===== src/rtl/core/erm_pkg.sv =====
// Shared constants, types and arithmetic helpers of the rotation matrix block.
package erm_pkg;

  localparam int FRAC_BITS_DEF = 16;
  localparam int IFRAC         = 30;
  localparam int CORDIC_N      = 30;
  localparam int CORDIC_STEPS  = 3;
  localparam int CORDIC_CYC    = CORDIC_N / CORDIC_STEPS;
  localparam int QW            = 35;   // angle in Q.30, wide enough for +-8 rad
  localparam int CW            = 34;   // CORDIC datapath
  localparam int EW            = 32;   // matrix element, Q.30 within +-1.0
  localparam int QDEPTH        = 2;
  localparam int CFG_IW        = 2;

  localparam logic [CFG_IW-1:0] REG_PRODUCT_ORDER = 2'd0;
  localparam logic [CFG_IW-1:0] REG_SIGN_CONV     = 2'd1;

  localparam logic [1:0] KIND_ROT    = 2'd0;
  localparam logic [1:0] KIND_DOMEGA = 2'd1;
  localparam logic [1:0] KIND_DPHI   = 2'd2;
  localparam logic [1:0] KIND_DKAPPA = 2'd3;

  localparam logic [1:0] AX_X = 2'd0;
  localparam logic [1:0] AX_Y = 2'd1;
  localparam logic [1:0] AX_Z = 2'd2;

  localparam logic [1:0] LAST_ROW = 2'd2;

  typedef logic signed [QW-1:0] angq_t;
  typedef logic signed [CW-1:0] cval_t;
  typedef logic signed [EW-1:0] elem_t;
  typedef elem_t [2:0] row_t;
  typedef row_t  [2:0] mat_t;

  localparam angq_t PI_Q      = 35'sd3373259426;
  localparam angq_t TWO_PI_Q  = 35'sd6746518853;
  localparam angq_t HALF_PI_Q = 35'sd1686629713;
  localparam cval_t GAIN_Q    = 34'sd652032874;
  localparam cval_t ONE_C     = 34'sd1073741824;
  localparam elem_t ONE_E     = 32'sd1073741824;

  typedef struct packed {
    angq_t omega;
    angq_t phi;
    angq_t kappa;
    logic  batch;
  } item_t;

  typedef struct packed {
    elem_t c;
    elem_t s;
  } sc_t;

  typedef struct packed {
    sc_t  x;
    sc_t  y;
    sc_t  z;
    logic batch;
  } trig_t;

  typedef struct packed {
    logic product_order;
    logic sign_convention;
  } cfg_t;

  function automatic cval_t atan_q(input logic [4:0] i);
    cval_t v;
    case (i)
      5'd0:  v = 34'sd843314857;
      5'd1:  v = 34'sd497837829;
      5'd2:  v = 34'sd263043837;
      5'd3:  v = 34'sd133525159;
      5'd4:  v = 34'sd67021687;
      5'd5:  v = 34'sd33543516;
      5'd6:  v = 34'sd16775851;
      5'd7:  v = 34'sd8388437;
      5'd8:  v = 34'sd4194283;
      5'd9:  v = 34'sd2097149;
      5'd10: v = 34'sd1048576;
      5'd11: v = 34'sd524288;
      5'd12: v = 34'sd262144;
      5'd13: v = 34'sd131072;
      5'd14: v = 34'sd65536;
      5'd15: v = 34'sd32768;
      5'd16: v = 34'sd16384;
      5'd17: v = 34'sd8192;
      5'd18: v = 34'sd4096;
      5'd19: v = 34'sd2048;
      5'd20: v = 34'sd1024;
      5'd21: v = 34'sd512;
      5'd22: v = 34'sd256;
      5'd23: v = 34'sd128;
      5'd24: v = 34'sd64;
      5'd25: v = 34'sd32;
      5'd26: v = 34'sd16;
      5'd27: v = 34'sd8;
      5'd28: v = 34'sd4;
      5'd29: v = 34'sd2;
      default: v = '0;
    endcase
    return v;
  endfunction

  function automatic elem_t sat_c(input cval_t v);
    elem_t r;
    if (v > ONE_C) r = ONE_E;
    else if (v < -ONE_C) r = -ONE_E;
    else r = v[EW-1:0];
    return r;
  endfunction

  // sum of three Q.60 terms, round half up to Q.30, clamp to +-1.0
  function automatic elem_t dot3(input row_t a, input row_t b);
    logic signed [63:0] p0, p1, p2;
    logic signed [65:0] s;
    logic signed [65:0] t;
    elem_t r;
    p0 = a[0] * b[0];
    p1 = a[1] * b[1];
    p2 = a[2] * b[2];
    s  = p0 + p1 + p2;
    t  = (s + 66'sd536870912) >>> IFRAC;
    if (t > 66'sd1073741824) r = ONE_E;
    else if (t < -66'sd1073741824) r = -ONE_E;
    else r = t[EW-1:0];
    return r;
  endfunction

  function automatic row_t mat_col(input mat_t m, input logic [1:0] j);
    row_t r;
    r[0] = m[0][j];
    r[1] = m[1][j];
    r[2] = m[2][j];
    return r;
  endfunction

  // single-axis rotation (or its derivative), optionally transposed
  function automatic mat_t axis_mat(input logic [1:0] axis, input elem_t c, input elem_t s,
                                    input logic deriv, input logic transp);
    mat_t m;
    logic [1:0] p, q;
    elem_t dg, off, up, lo;
    m   = '0;
    p   = (axis == AX_X) ? 2'd1 : 2'd0;
    q   = (axis == AX_Z) ? 2'd1 : 2'd2;
    dg  = deriv ? -s : c;
    off = deriv ? c : s;
    up  = (axis == AX_Y) ? off : -off;
    lo  = (axis == AX_Y) ? -off : off;
    if (!deriv) m[axis][axis] = ONE_E;
    m[p][p] = dg;
    m[q][q] = dg;
    if (transp) begin
      m[p][q] = lo;
      m[q][p] = up;
    end else begin
      m[p][q] = up;
      m[q][p] = lo;
    end
    return m;
  endfunction

endpackage


===== src/rtl/core/erm_ifs.sv =====
// Channel interfaces: angle input, row result and register write.
interface erm_in_if #(parameter int FRAC_BITS = erm_pkg::FRAC_BITS_DEF);
  logic                        valid;
  logic                        ready;
  logic signed [FRAC_BITS+3:0] omega_angle;
  logic signed [FRAC_BITS+3:0] phi_angle;
  logic signed [FRAC_BITS+3:0] kappa_angle;
  logic                        batch_end;
  modport source (output valid, omega_angle, phi_angle, kappa_angle, batch_end, input ready);
  modport sink   (input valid, omega_angle, phi_angle, kappa_angle, batch_end, output ready);
endinterface



===== src/rtl/core/erm_front.sv =====
// Front end: takes angle words, scales them to Q.30 and wraps into [-pi, pi].
module erm_front #(
  parameter int FRAC_BITS = erm_pkg::FRAC_BITS_DEF
) (
  input  logic            clk,
  input  logic            rst_n,
  erm_in_if.sink          in_chan,
  output logic            q_valid,
  input  logic            q_ready,
  output erm_pkg::item_t  q_item
);

  localparam int SH = erm_pkg::IFRAC - FRAC_BITS;

  logic           valid_r;
  erm_pkg::item_t item_r, item_nxt;

  function automatic erm_pkg::angq_t wrap(input logic signed [FRAC_BITS+3:0] raw);
    erm_pkg::angq_t a;
    a = erm_pkg::angq_t'(raw) <<< SH;
    if (a > erm_pkg::PI_Q) a = a - erm_pkg::TWO_PI_Q;
    else if (a < -erm_pkg::PI_Q) a = a + erm_pkg::TWO_PI_Q;
    return a;
  endfunction

  assign in_chan.ready = !valid_r || q_ready;

  always_comb begin
    item_nxt.omega = wrap(in_chan.omega_angle);
    item_nxt.phi   = wrap(in_chan.phi_angle);
    item_nxt.kappa = wrap(in_chan.kappa_angle);
    item_nxt.batch = in_chan.batch_end;
  end

  always_ff @(posedge clk) begin
    if (!rst_n) begin
      valid_r <= 1'b0;
    end else if (in_chan.ready) begin
      valid_r <= in_chan.valid;
    end
    if (in_chan.ready && in_chan.valid) begin
      item_r <= item_nxt;
    end
  end

  assign q_valid = valid_r;
  assign q_item  = item_r;

endmodule


===== src/flat_wrapper.sv =====
// flat-port wrapper written by rule: the top's interface ports become plain ports
module erm_front_flat 
#(
  parameter int FRAC_BITS = erm_pkg::FRAC_BITS_DEF
)
  (clk, rst_n, q_valid, q_ready, q_item, in_chan_valid, in_chan_omega_angle, in_chan_phi_angle, in_chan_kappa_angle, in_chan_batch_end, in_chan_ready);
  erm_in_if #(.FRAC_BITS(FRAC_BITS)) in_chan_i ();
  input  logic clk;
  input  logic rst_n;
  output logic q_valid;
  input  logic q_ready;
  output erm_pkg::item_t q_item;
  input wire logic [$bits(in_chan_i.valid)-1:0] in_chan_valid;
  input wire logic [$bits(in_chan_i.omega_angle)-1:0] in_chan_omega_angle;
  input wire logic [$bits(in_chan_i.phi_angle)-1:0] in_chan_phi_angle;
  input wire logic [$bits(in_chan_i.kappa_angle)-1:0] in_chan_kappa_angle;
  input wire logic [$bits(in_chan_i.batch_end)-1:0] in_chan_batch_end;
  output wire logic [$bits(in_chan_i.ready)-1:0] in_chan_ready;
  assign in_chan_i.valid = in_chan_valid;
  assign in_chan_i.omega_angle = in_chan_omega_angle;
  assign in_chan_i.phi_angle = in_chan_phi_angle;
  assign in_chan_i.kappa_angle = in_chan_kappa_angle;
  assign in_chan_i.batch_end = in_chan_batch_end;
  assign in_chan_ready = in_chan_i.ready;
  erm_front #(.FRAC_BITS(FRAC_BITS)) u_core (.clk(clk), .rst_n(rst_n), .in_chan(in_chan_i), .q_valid(q_valid), .q_ready(q_ready), .q_item(q_item));
endmodule

===== config.mk =====
export PLATFORM = sky130hd
export DESIGN_NAME = erm_front_flat
export DESIGN_NICKNAME = d
export VERILOG_FILES = /design/src/rtl/core/erm_pkg.sv /design/src/rtl/core/erm_ifs.sv /design/src/rtl/core/erm_front.sv /design/src/flat_wrapper.sv
export SDC_FILE = /design/constraint.sdc
export NUM_CORES = 1
export LEC_CHECK = 0
export ABC_AREA = 1
export BUFFER_PORTS_ARGS = -buffer_cell sky130_fd_sc_hd__buf_2
export CAP_MARGIN = 10
export CORE_MARGIN = 2
export CORE_UTILIZATION = 35
export CTS_BUF_LIST = sky130_fd_sc_hd__clkbuf_8
export CTS_CLUSTER_SIZE = 10
export DETAILED_ROUTE_END_ITERATION = 12
export HOLD_SLACK_MARGIN = 0.1
export PLACE_DENSITY = 0.63
export SLEW_MARGIN = 20
export SYNTH_ARGS = -nofsm -noshare
export SYNTH_HDL_FRONTEND = slang
export SYNTH_SLANG_ARGS = --single-unit

===== constraint.sdc =====
create_clock -name clk -period 11.4 [get_ports clk]
set_clock_uncertainty 0.1 [all_clocks]
set_input_delay 2.28 -clock clk [delete_from_list [all_inputs] [get_ports clk]]
set_output_delay 2.28 -clock clk [all_outputs]
set_load 0.005 [all_outputs]

==> reports/qor.yml <==
post-route-period-util: 0.443
syn_area_mm2: 0.00681
cts-root-buf: "clkbuf_8"
cts_resized: 0
synth_xor_area_frac: 0.0193
async_flop_share: 0
grt_usage: 0.193
synth-adder-area-share: 0.0221
ant_nets: 0
synth_top_area_cell: "edfxtp_1"
drtIter0Drc: 494
cap_violations: 0
die-area_mm2: 0.0206
grt_pass1_vias: 6582
regArea_mm2: 0.00221
worst_ep_required_time_ps: 9020
worstSetupEndpointType: "output pin"
p_sw_frac: 0.300
yosysWarnings: 0
synth.cells.most_frequent: "nand2_1, nand3_1, nor2_1, inv_1, edfxtp_1"
clock_latency_ps: 340
synth_edf_count: 73
place_area_mm2: 0.00755
p_leak_nw: 4.03
antenna-diode-count: 0
num_vias: 7191
critical-path-max-stage-delay_ps: 130
rrSetupSlack_ps: 9650
path_delay_family: "buffers and inverters"
fill_cells: 2100
syn_area_per_cell_um2: 6.44
ios: 173
p_switching_mw: 0.240
first_pass_iters: 5
h-tree-depth: 3
grt_max_degree: 74
ys_ff_latch: 74
rsz0062_at_grt: "no"
synth_nets: 1134
nets: 1254
syn_to_final_growth_pct: 14.7
hp-class: "reg -> reg"
status: "complete, no violations"
yosysTopAreaCellShare: 0.322
yosysUniqueCellTypes: 38
combPwrFrac: 0.246
maxSlewViolCount: 0
crit_chain: "buf_2 > inv_1 > nand2_1 > buf_2"
max_freq_mhz: 198
fin_crit_ps: 5050
yosysMostFrequentCell: "nand2_1"
synthMuxAreaShare: 0
slew_headroom: 0.350
powerDensity_mw_per_mm2: 102
drt-total-wl_um: 19700
drc_errors: 0
synth_compound_area_frac: 0.0469
via_per_inst: 4.97
clk_path_buf_depth: 2
cts_tree: "done"
place_congestion: 0.910
synth-simple-area-share: 0.457
crit_path_start_kind: "input port"
antenna_found_initial: 1
worstMarginPinSlew_ps: 975
crit_path_max_fanout: 2
critPathBufInv: 3
finalSetupViolations: 0
postCtsSetupRepairBufs: 0
ys_seq_area_frac: 0.325
port_buffers: 172
cts_hold_buf: 0
synthFlopType: "edfxtp_1"
num_rows: 51
critPathArrivalTime_ps: 2670
p_int_mw: 0.560
grt_pass1_wl_um: 31900
cts_sinks: 74
cts_buffers: 9
power_frac_clock: 0.336
ir_worst_vdd_mv: 0.0467
fin_setup_tns_ps: 0
dp_hpwl_um: 15000
core_region_area_mm2: 0.0193
finalHoldViolCount: 0
dieWidth_um: 143
routedWlPerCell_um: 13.6
multi_input_area_mm2: 0.00372
cpMaxStageDelayCell: "buf_2"
netlist_top_cells_area: "edfxtp_1, nand2_1, nand3_1"
drive_above_1_share: 0.194
synthCells: 1057
cts.reportedPaths.clkPinSlew_ps: 70
start_util: 0.353
seq_power_share: 0.418
synth_top_family_by_area: "simple AND/OR/NAND/NOR gates"
critPathKind: "in -> out"
gr-total-overflow: 0
fin_area_mm2: 0.00781
critPathMostFrequentCell: "buf_2"
die_h_um: 143
[per-stage QoR]
step | util | setup slack (ps) | power, mW | std cells | hold slack (ps)
after CTS | 0.405 | 6340 | 0.814 | 1447 | 468
after floorplan | - | 4920 | 0.474 | 1057 | 423
final | 0.405 | 6350 | 0.800 | 1447 | 453
after global routing | 0.405 | 6320 | 0.849 | 1447 | 485
after global placement | 0.392 | 6340 | 0.535 | 1431 | 453
after detailed placement | 0.392 | 6340 | 0.536 | 1431 | 456
[cells in the final DEF (no fill, tap or decap), drive strengths merged]
cell and instances:
o21ai 22, nand2 420, o21a 3, nor3 20, clkbuf 9, nand3b 3, or2 5, bufinv 4
ha 12, clkinv 3, buf 173, inv 109, nor4 1, nand3 133, a31oi 1, xor2 15
dfxtp 1, edfxtp 73, a21oi 27, o31ai 1, a21boi 4, nor2 119, o211ai 1, nand4 22
and2 1
[worst min-delay path: stages (launching register included)]
cell and delay [ps]:
dfxtp_1 350, nand2_1 90, a21boi_0 70
[layout make-up]
type | count | share of cell area
multi-input cells | 810 | 0.477
flip-flops and latches | 74 | 0.283
repair buffers | 173 | 0.111
inverters | 109 | 0.0537
well taps | 265 | 0.0425
clock inverters | 7 | 0.0168
clock buffers | 9 | 0.0159
[logic make-up (layout without fill, tap and decap cells)]
| kind of cell | Yosys count | after routing |
|---|---|---|
| AOI/OAI and AO/OA | 59 | 59 |
| buffers and inverters | 173 | 298 |
| DFF | 74 | 74 |
| xor gates and xnor gates | 15 | 15 |
| and+or+nand+nor | 724 | 724 |
| adders and majority gates | 12 | 12 |
[registers in the layout (all words and copies together) (netlist names)]
register        cells
u_core.q_valid      1
u_core.q_item      73
[power groups by stage]
| stage | clock [mW] | sequential, mW | combinational, mW |
|---|---|---|---|
| floorplan | 0 | 0.346 | 0.129 |
| global placement | 0 | 0.341 | 0.194 |
| detailed placement | 0 | 0.341 | 0.196 |
| CTS | 0.282 | 0.335 | 0.197 |
| global route | 0.287 | 0.337 | 0.224 |
| finish | 0.269 | 0.334 | 0.197 |
[final timing paths]
| check | startpoint | to | depth (start not counted) |
|---|---|---|---|
| max | q_ready | in_chan_ready | 4 |
| min | u_core.q_valid$_SDFFE_PN0N_ | u_core.q_valid$_SDFFE_PN0N_ | 2 |
| max reg2reg | u_core.q_valid$_SDFFE_PN0N_ | u_core.q_item[25]$_DFFE_PP_ | 2 |
| min reg2reg | u_core.q_valid$_SDFFE_PN0N_ | u_core.q_valid$_SDFFE_PN0N_ | 2 |
[layer usage]
| metal | global-route usage | vias up | share of wire |
|---|---|---|---|
| met5 | 0 | - | 0.00096 |
| li1 | - | 3615 | - |
| met2 | 0.322 | 274 | 0.46 |
| met4 | 0.0738 | 2 | 0.021 |
| met1 | 0.254 | 3272 | 0.45 |
| met3 | 0.0277 | 28 | 0.063 |
No activity file was read; power rests on OpenSTA's default activity.
