## config.mk

```make
export PLATFORM = sky130hd
export DESIGN_NAME = erm_queue
export DESIGN_NICKNAME = d
export VERILOG_FILES = /design/src/rtl/core/erm_pkg.sv /design/src/rtl/core/erm_queue.sv
export SDC_FILE = /design/constraint.sdc
export NUM_CORES = 1
export LEC_CHECK = 0
export BUFFER_PORTS_ARGS = -buffer_cell sky130_fd_sc_hd__buf_2
export CAP_MARGIN = 20
export CORE_ASPECT_RATIO = 1.1
export CORE_MARGIN = 2
export CORE_UTILIZATION = 55
export CTS_CLUSTER_SIZE = 28
export DETAILED_ROUTE_END_ITERATION = 8
export PLACE_DENSITY = 0.83
export SLEW_MARGIN = 20
export SYNTH_ARGS = -nofsm -noshare
export SYNTH_HDL_FRONTEND = slang
export SYNTH_SLANG_ARGS = --single-unit
```

## constraint.sdc

```tcl
create_clock -name clk -period 10.6 [get_ports clk]
set_input_delay 1.06 -clock clk [delete_from_list [all_inputs] [get_ports clk]]
set_output_delay 1.06 -clock clk [all_outputs]
set_load 0.02 [all_outputs]
```

## src/rtl/core/erm_pkg.sv

```systemverilog
// Shared constants, types and arithmetic helpers of the rotation matrix block.
package erm_pkg;

  localparam int FRAC_BITS_DEF = 16;
  localparam int IFRAC         = 30;
  localparam int CORDIC_N      = 30;
  localparam int CORDIC_STEPS  = 3;
  localparam int CORDIC_CYC    = CORDIC_N / CORDIC_STEPS;
  localparam int QW            = 35;   // angle in Q.30, wide enough for +-8 rad
  localparam int CW            = 34;   // CORDIC datapath
  localparam int EW            = 32;   // matrix element, Q.30 within +-1.0
  localparam int QDEPTH        = 2;
  localparam int CFG_IW        = 2;

  localparam logic [CFG_IW-1:0] REG_PRODUCT_ORDER = 2'd0;
  localparam logic [CFG_IW-1:0] REG_SIGN_CONV     = 2'd1;

  localparam logic [1:0] KIND_ROT    = 2'd0;
  localparam logic [1:0] KIND_DOMEGA = 2'd1;
  localparam logic [1:0] KIND_DPHI   = 2'd2;
  localparam logic [1:0] KIND_DKAPPA = 2'd3;

  localparam logic [1:0] AX_X = 2'd0;
  localparam logic [1:0] AX_Y = 2'd1;
  localparam logic [1:0] AX_Z = 2'd2;

  localparam logic [1:0] LAST_ROW = 2'd2;

  typedef logic signed [QW-1:0] angq_t;
  typedef logic signed [CW-1:0] cval_t;
  typedef logic signed [EW-1:0] elem_t;
  typedef elem_t [2:0] row_t;
  typedef row_t  [2:0] mat_t;

  localparam angq_t PI_Q      = 35'sd3373259426;
  localparam angq_t TWO_PI_Q  = 35'sd6746518853;
  localparam angq_t HALF_PI_Q = 35'sd1686629713;
  localparam cval_t GAIN_Q    = 34'sd652032874;
  localparam cval_t ONE_C     = 34'sd1073741824;
  localparam elem_t ONE_E     = 32'sd1073741824;

  typedef struct packed {
    angq_t omega;
    angq_t phi;
    angq_t kappa;
    logic  batch;
  } item_t;

  typedef struct packed {
    elem_t c;
    elem_t s;
  } sc_t;

  typedef struct packed {
    sc_t  x;
    sc_t  y;
    sc_t  z;
    logic batch;
  } trig_t;

  typedef struct packed {
    logic product_order;
    logic sign_convention;
  } cfg_t;

  function automatic cval_t atan_q(input logic [4:0] i);
    cval_t v;
    case (i)
      5'd0:  v = 34'sd843314857;
      5'd1:  v = 34'sd497837829;
      5'd2:  v = 34'sd263043837;
      5'd3:  v = 34'sd133525159;
      5'd4:  v = 34'sd67021687;
      5'd5:  v = 34'sd33543516;
      5'd6:  v = 34'sd16775851;
      5'd7:  v = 34'sd8388437;
      5'd8:  v = 34'sd4194283;
      5'd9:  v = 34'sd2097149;
      5'd10: v = 34'sd1048576;
      5'd11: v = 34'sd524288;
      5'd12: v = 34'sd262144;
      5'd13: v = 34'sd131072;
      5'd14: v = 34'sd65536;
      5'd15: v = 34'sd32768;
      5'd16: v = 34'sd16384;
      5'd17: v = 34'sd8192;
      5'd18: v = 34'sd4096;
      5'd19: v = 34'sd2048;
      5'd20: v = 34'sd1024;
      5'd21: v = 34'sd512;
      5'd22: v = 34'sd256;
      5'd23: v = 34'sd128;
      5'd24: v = 34'sd64;
      5'd25: v = 34'sd32;
      5'd26: v = 34'sd16;
      5'd27: v = 34'sd8;
      5'd28: v = 34'sd4;
      5'd29: v = 34'sd2;
      default: v = '0;
    endcase
    return v;
  endfunction

  function automatic elem_t sat_c(input cval_t v);
    elem_t r;
    if (v > ONE_C) r = ONE_E;
    else if (v < -ONE_C) r = -ONE_E;
    else r = v[EW-1:0];
    return r;
  endfunction

  // sum of three Q.60 terms, round half up to Q.30, clamp to +-1.0
  function automatic elem_t dot3(input row_t a, input row_t b);
    logic signed [63:0] p0, p1, p2;
    logic signed [65:0] s;
    logic signed [65:0] t;
    elem_t r;
    p0 = a[0] * b[0];
    p1 = a[1] * b[1];
    p2 = a[2] * b[2];
    s  = p0 + p1 + p2;
    t  = (s + 66'sd536870912) >>> IFRAC;
    if (t > 66'sd1073741824) r = ONE_E;
    else if (t < -66'sd1073741824) r = -ONE_E;
    else r = t[EW-1:0];
    return r;
  endfunction

  function automatic row_t mat_col(input mat_t m, input logic [1:0] j);
    row_t r;
    r[0] = m[0][j];
    r[1] = m[1][j];
    r[2] = m[2][j];
    return r;
  endfunction

  // single-axis rotation (or its derivative), optionally transposed
  function automatic mat_t axis_mat(input logic [1:0] axis, input elem_t c, input elem_t s,
                                    input logic deriv, input logic transp);
    mat_t m;
    logic [1:0] p, q;
    elem_t dg, off, up, lo;
    m   = '0;
    p   = (axis == AX_X) ? 2'd1 : 2'd0;
    q   = (axis == AX_Z) ? 2'd1 : 2'd2;
    dg  = deriv ? -s : c;
    off = deriv ? c : s;
    up  = (axis == AX_Y) ? off : -off;
    lo  = (axis == AX_Y) ? -off : off;
    if (!deriv) m[axis][axis] = ONE_E;
    m[p][p] = dg;
    m[q][q] = dg;
    if (transp) begin
      m[p][q] = lo;
      m[q][p] = up;
    end else begin
      m[p][q] = up;
      m[q][p] = lo;
    end
    return m;
  endfunction

endpackage

```

## src/rtl/core/erm_queue.sv

```systemverilog
// Short word queue between the front end and the CORDIC back end.
module erm_queue (
  input  logic            clk,
  input  logic            rst_n,
  input  logic            wr_valid,
  output logic            wr_ready,
  input  erm_pkg::item_t  wr_item,
  output logic            rd_valid,
  input  logic            rd_ready,
  output erm_pkg::item_t  rd_item
);

  localparam int AW = (erm_pkg::QDEPTH > 1) ? $clog2(erm_pkg::QDEPTH) : 1;
  localparam int NW = $clog2(erm_pkg::QDEPTH + 1);

  erm_pkg::item_t  ent_r [erm_pkg::QDEPTH];
  logic [AW-1:0]   wp_r, rp_r;
  logic [NW-1:0]   cnt_r;
  logic            push, pop;

  assign wr_ready = cnt_r < NW'(erm_pkg::QDEPTH);
  assign rd_valid = cnt_r != '0;
  assign rd_item  = ent_r[rp_r];
  assign push     = wr_valid && wr_ready;
  assign pop      = rd_valid && rd_ready;

  always_ff @(posedge clk) begin
    if (!rst_n) begin
      wp_r  <= '0;
      rp_r  <= '0;
      cnt_r <= '0;
    end else begin
      if (push) wp_r <= (wp_r == AW'(erm_pkg::QDEPTH - 1)) ? '0 : wp_r + 1'b1;
      if (pop)  rp_r <= (rp_r == AW'(erm_pkg::QDEPTH - 1)) ? '0 : rp_r + 1'b1;
      cnt_r <= cnt_r + NW'(push) - NW'(pop);
    end
    if (push) ent_r[wp_r] <= wr_item;
  end

endmodule

```

==> qor.txt, run 1 <==
Crit. path cell count - 3
Reg-to-Reg End - ent_r[1][46]
largest net degree at the start of global routing - 83
Post-CTS Resized - 0
remaining global-route overflow - 0
sequential cell area - 6470 µm²
met3 Use GR - 4.080%
delay-heaviest family, CP - buffers and inverters
Worst Path Buf+Inv - 2
unrepaired setup endpoints after global routing - false
Internal Pwr Total - 1.699 mW
Power Total - 2.288 mW
H-Tree Depth - 1
Seq pwr share - 46.6%
FMAX - 0.2795 GHz
Post CTS Setup Buffer Count - 0
Filler cells - 943
Sw Ratio - 25.71%
synthesized area - 8050 µm²
Crit Path Class - register to primary output
initial core utilization - 55.95%
Vias/cell - 5.140
Layout Skew - 0.01174 ns
Residual DRC - 0
vias in the first global route - 4102
cell count after placement - 757
met1 GRT Util - 21.62%
placed cell area - 9318 µm²
busiest grt layer - met2
Slew HR - 30.23%
post-synth cell types - 22
drt pass-1 iters - 4
clock root cell - clkbuf_16
crit end category - primary output
reg2reg start - cnt_r[1]
DRT antenna net count - 0
power share of the combinational group - 20.8%
Worst-path clk slew - 0.06 ns
Die ar. - 15620 µm²
commonest non-fill, non-tap cell in the layout - buf_2
CP max stage delay - 0.68 ns
Total GRT Usage - 17.58%
Switch Pwr - 0.5882 mW
Final Net Count - 700
share of layout cells above drive strength 1 - 60.30%
leak pwr - 3.825 nW
Synth Register Bits - 217
worst skew pair latency - 0.48 ns
M2 GR Usage - 31.27%
sequential area share after synthesis - 80.32%
Synth Instances - 357
initial antenna violation count - 1
type of the worst min-delay path - register to register
Non-Filler Instances - 795
Tcrit/Tclk final - 33.76%
Multi-input gate area - 1495 µm²
Hold Violations, Final - 0
Slew @ Worst Pin - 1.047 ns
IO Count - 218
CTS tree - yes
wirelength, routed - 14.48 mm
Final HPWL DP - 9.351 mm
Peak VDD IR - 177.6 µV
most frequent cells in the layout - buf_2 (217), edfxtp_1 (212), mux2_2 (66), mux2_4 (40), clkbuf_16 (21)
cells on worst reg2reg path - 3
port bufs - 217
worst path cell trace - buf_6, mux2_2, buf_2
P per Cell Area - 227.8 nW/µm²
post-route setup TNS - 0 ns
cts hold-fix bufs - 0
post-synthesis area per instance - 22.55 µm²
data required time of the worst path - 9.54 ns
CTS Buf Count - 21
maximum clock insertion buffer count - 3
chip height - 130.9 µm
outcome - complete, no violations
area delta synth->final - 24.76%
routed vias - 4086
syn_nets - 468
Placeable Area - 14390 µm²
post-layout util - 69.80%
Slew Viols, Final - 0
crit path capture - rd_item[14]
Finished Cell Area - 10040 µm²
routed len/inst - 18.21 µm
row count - 46
die width - 119.4 µm
final setup fails - 0
worst-path cell with the longest stage delay - buf_6
placer congestion estimate - 0.7064
Clock power frac - 32.6%
critical path launch point type - register
Worst Path Max Fanout - 82
Min Clock Period, post-route - 3.578 ns
yosys warns - 0
initial drt markers - 337
first-pass GRT wire length - 21.28 mm
Clock Sinks - 217
Reg2Reg Setup Slack - 8.31 ns
CP Data Arrival Time - 2.52 ns
Max-Cap Viols - 0
==> registers in the layout (all words and copies together) (netlist names), named ones only <==
signal and count:
rp_r 1, ent_r 212, cnt_r 2, wp_r 1
==> cell type report <==
class	instances	share of cell area, %
sequential	217	64.42
multi-input combinational	127	14.89
timing repair buffer	221	11.27
clock buffer	25	5.382
tap	192	2.392
clock inverter	11	1.582
inverter	1	0.03737
antenna	1	0.02492
==> cells by family after synthesis <==
| family | count (synthesis) | synth area share [%] |
|---|---|---|
| XOR/XNOR | 1 | 0.1088 |
| multiplexers | 106 | 16.69 |
| buffers and inverters | 13 | 1.259 |
| flip-flops | 217 | 80.32 |
| AND/OR/NAND/NOR | 13 | 1.057 |
| AO/OA/AOI/OAI | 6 | 0.4041 |
| adder cells (fa/ha/maj) | 1 | 0.1554 |
==> metal layers <==
layer  share of wire (%)  wire length [µm]
met1                  39              5630
met3                 7.7              1116
met2                  52              7457
met4                 1.9               275
met5                   0                 0
==> power groups by stage <==
stage	registers [mW]	logic (mW)	clock network, mW
after global placement	1.08	0.468	0
after floorplan	1.08	0.349	0
after global routing	1.07	0.505	0.796
after CTS	1.07	0.479	0.765
after detailed placement	1.08	0.476	0
final	1.07	0.476	0.746
==> metrics by stage <==
stage                     hold slack, ns  setup WS [ns]
after floorplan                   0.5415          4.456
after global placement            0.5671          7.164
after detailed placement          0.5774          7.074
after CTS                         0.5921          6.738
after global routing              0.6296          6.912
final                             0.5863          7.022
==> tightest hold or removal path: stages, from the launching register on <==
cell and delay, ns:
dfxtp_1 0.32, xnor2_1 0.07, and2_1 0.16
==> how the worst min path moves through the flow <==
stage	start	to	cells past startpoint
floorplan	wp_r	wp_r	2
finish	rp_r	register	2
detailed placement	rp_r	rp_r	2
global route	rp_r	rp_r	2
global placement	rp_r	rp_r	2
CTS	rp_r	register	2
==> synth_stat cells <==
library cell	instances	share of area, %
and3b_1	1	0.11
a21oi_1	2	0.12
inv_1	1	0.047
and2_1	4	0.31
buf_2	6	0.37
and3_1	1	0.078
nor3_1	1	0.062
mux2_2	66	9.2
edfxtp_1	212	79
nor2_1	1	0.047
mux2_4	40	7.5
buf_6	6	0.84
xnor2_1	1	0.11
nand2b_1	1	0.078
or2_2	1	0.078
ha_1	1	0.16
o21ai_0	3	0.19
and4bb_2	1	0.16
dfxtp_1	5	1.2
nor2b_1	1	0.078
o21a_1	1	0.093
nand3_1	1	0.062
Power figures use the tool's default switching activity.
==> run 2, diff against run 1 <==
Settings changed: ABC_AREA set to 1, CORE_UTILIZATION 55 to 52, PLACE_DENSITY 0.83 to 0.79.
Clock period 10.6 ns to 3.3 ns, I/O delays scaled along.
==> run 2 against run 1 <==
Critical path depth stayed put. Design area is 0.86% lower. Utilization is 3.7 points lower. Register-to-register slack worse by 6.9 ns. Hold slack worse by 0.56 ns. Worst setup slack worse by 6.2 ns. Die area is 5.3% higher. Global-route usage is 0.98 points lower. Non-clock buffer count is 2 higher.
==> qor.txt, run 2 <==
Synth area leaders - edfxtp_1 (79%), mux2_2 (9.3%), mux2_4 (7.5%) (was edfxtp_1 (79%), mux2_2 (9.2%), mux2_4 (7.5%))
critical path launch point type - register (unchanged)
outcome - complete, no violations (unchanged)
syn_nets - 472 (was 468)
post-synth cell types - 15 (was 22)
Layout Skew - 0.01442 ns (was 0.01174 ns)
post-synthesis area per instance - 22.24 µm² (was 22.55 µm²)
post-synthesis adder-cell area fraction - 0.1558% (was 0.1554%)
initial core utilization - 53.34% (was 55.95%)
Die ar. - 16450 µm² (was 15620 µm²)
row count - 47 (was 46)
number of synthesized flops with an enable pin - 212 (unchanged)
P per Cell Area - 770.7 nW/µm² (was 227.8 nW/µm²)
Tcrit/Tclk final - 74.34%
Final Net Count - 706 (was 700)
initial antenna violation count - 1 (unchanged)
FMAX - 0.4076 GHz
cell count after placement - 768 (was 757)
Async S/R FF share, synth - 0% (unchanged)
unrepaired setup endpoints after global routing - false (unchanged)
Crit Path Class - register to primary output (unchanged)
Worst Path Max Fanout - 31 (was 82)
share of the synthesized area in the top cell type - 79.28% (was 79.08%)
placer congestion estimate - 0.6904 (was 0.7064)
most common cell in the netlist - edfxtp_1 (unchanged)
port bufs - 217 (unchanged)
post-synthesis xor/xnor area fraction - 0.1091% (was 0.1088%)
crit end category - primary output (unchanged)
CP max stage delay - 0.64 ns (was 0.68 ns)
Clock Sinks - 217 (unchanged)
Hold Violations, Final - 0 (unchanged)
worst skew pair latency - 0.48 ns (about the same)
CP Data Arrival Time - 2.12 ns (was 2.52 ns)
Post CTS Setup Buffer Count - 0 (unchanged)
CTS tree - yes (unchanged)
DRT antenna net count - 0 (unchanged)
routed vias - 4081 (was 4086)
simple logic cell fraction of the synthesized area - 0.5609% (was 1.057%)
Residual DRC - 0 (unchanged)
yosys warns - 0 (unchanged)
Largest regs - ent_r: 212 flops, cnt_r: 2 flops (unchanged)
synth cell count leaders - edfxtp_1 (212), mux2_2 (66), mux2_4 (40) (unchanged)
largest family of logic cells by synthesized area - multiplexers (unchanged)
Slew Viols, Final - 0 (unchanged)
Non-Filler Instances - 804 (was 795)
Post-CTS Resized - 0 (unchanged)
Hold Path Origin - wr_item[66] (was rp_r)
reg2reg start - cnt_r[1] (unchanged)
drt pass-1 iters - 4 (unchanged)
worst-path cell with the longest stage delay - dfxtp_4 (was buf_6)
CTS Buf Count - 21 (unchanged)
Min Clock Period, post-route - 2.453 ns
share of layout cells above drive strength 1 - 58.88% (was 60.30%)
area delta synth->final - 24.00% (was 24.76%)
IO Count - 218 (unchanged)
fin worst setup slack - 0.8468 ns (was 7.022 ns)
routed len/inst - 17.57 µm (was 18.21 µm)
vias in the first global route - 4291 (was 4102)
Placeable Area - 15050 µm² (was 14390 µm²)
H-Tree Depth - 1 (unchanged)
dpl ws - 1.338 ns (was 7.074 ns)
commonest non-fill, non-tap cell in the layout - buf_2 (unchanged)
leak pwr - 3.811 nW (was 3.825 nW)
data required time of the worst path - 2.97 ns (was 9.54 ns)
die width - 122.5 µm (was 119.4 µm)
hold slack final - 0.02807 ns (was 0.5863 ns)
most frequent cells in the layout - buf_2 (217), edfxtp_1 (212), mux2_2 (66), mux2_4 (40), clkbuf_16 (21) (unchanged)
type of the worst min-delay path - input port to register (was register to register)
top_reg_cell synth - edfxtp_1 (unchanged)
first-pass GRT wire length - 21.24 mm (was 21.28 mm)
Synth Area in Compound Gates - 0.3739% (was 0.4041%)
final setup fails - 0 (unchanged)
wirelength, routed - 14.12 mm (was 14.48 mm)
Filler cells - 1021 (was 943)
cts hold-fix bufs - 0 (unchanged)
Vias/cell - 5.076 (was 5.140)
Max-Cap Viols - 0 (unchanged)
remaining global-route overflow - 0 (unchanged)
sequential area share after synthesis - 80.52% (was 80.32%)
Total GRT Usage - 16.60% (was 17.58%)
maximum clock insertion buffer count - 3 (unchanged)
Synth Register Bits - 217 (unchanged)
antenna diode count - 0 (was 1)
worst path cell trace - buf_4, mux2_2, buf_2 (was buf_6, mux2_2, buf_2)
Slew HR - 43.15% (was 30.23%)
initial drt markers - 277 (was 337)
Peak VDD IR - 565.0 µV (was 177.6 µV)
max reg flops - 212 (unchanged)
Final HPWL DP - 9.530 mm (was 9.351 mm)
Slew @ Worst Pin - 0.8527 ns (was 1.047 ns)
mux cell area share after synthesis - 16.73% (was 16.69%)
Synth Instances - 361 (was 357)
chip height - 134.3 µm (was 130.9 µm)
Power Total - 7.674 mW (was 2.288 mW)
largest reg by FF count - ent_r (unchanged)
area leader, netlist - edfxtp_1 (unchanged)
clock root cell - clkbuf_16 (unchanged)
largest net degree at the start of global routing - 63 (was 83)
synthesized area - 8030 µm² (was 8050 µm²)
Worst-path clk slew - 0.06 ns (about the same)
run 2: cell count changes in the layout (fill, tap and decap cells not counted), moves of 3 or more:
cell,delta
buf_4,+3
inv_1,+6
bufinv_16,-3
and2_1,-4
clkinv_1,+4
nand2_1,+6
run 2: worst paths after layout:
path	end	slack, ns	cells after the start
max	rd_item[37]	0.85	3
min	ent_r[0][66]	0.03	1
max reg2reg	ent_r[0][86]	1.40	4
min reg2reg	register	0.47	2
run 2: power breakdown:
part / internal, mW / switching (mW)
Sequential: 3.47 / 0.132
Clock: 1.24 / 0.916
Combinational: 0.794 / 1.12
run 2: cells by family after synthesis:
family | Yosys count
XOR/XNOR | 1
buffers and inverters | 19
AND/OR/NAND/NOR | 11
AO/OA/AOI/OAI | 6
flip-flops | 217
adder cells (fa/ha/maj) | 1
multiplexers | 106
run 2: through the flow:
stage          instance area [µm²]  util, %  setup TNS [ns]
2_1_floorplan                 8035        -         -121.71
3_3_place_gp                  9340    62.04               0
3_5_place_dp                  9340    62.04               0
4_1_cts                       9957    66.14               0
5_1_grt                       9957    66.14               0
6_report                      9957    66.14               0
run 2: layout make-up:
cell class	instances	area, µm²	share of cell area (%)
sequential	217	6470	64.98
timing repair buffer	223	1144	11.49
tap	196	245.2	2.463
clock buffer	26	544.3	5.466
multi-input combinational	125	1455	14.61
clock inverter	10	72.57	0.7288
inverter	7	26.28	0.2639
run 2: worst max-delay path, delay by kind of cell (launching register included):
family	cells	cell delay, ns
buffers and inverters	2	0.58
muxes	1	0.39
DFF	1	0.64
run 2: routing by layer:
layer	track usage, %	wire length (µm)
met4	4.215	266
met5	0	0
met3	4.932	1411
met1	20.47	5428
met2	28.67	7016
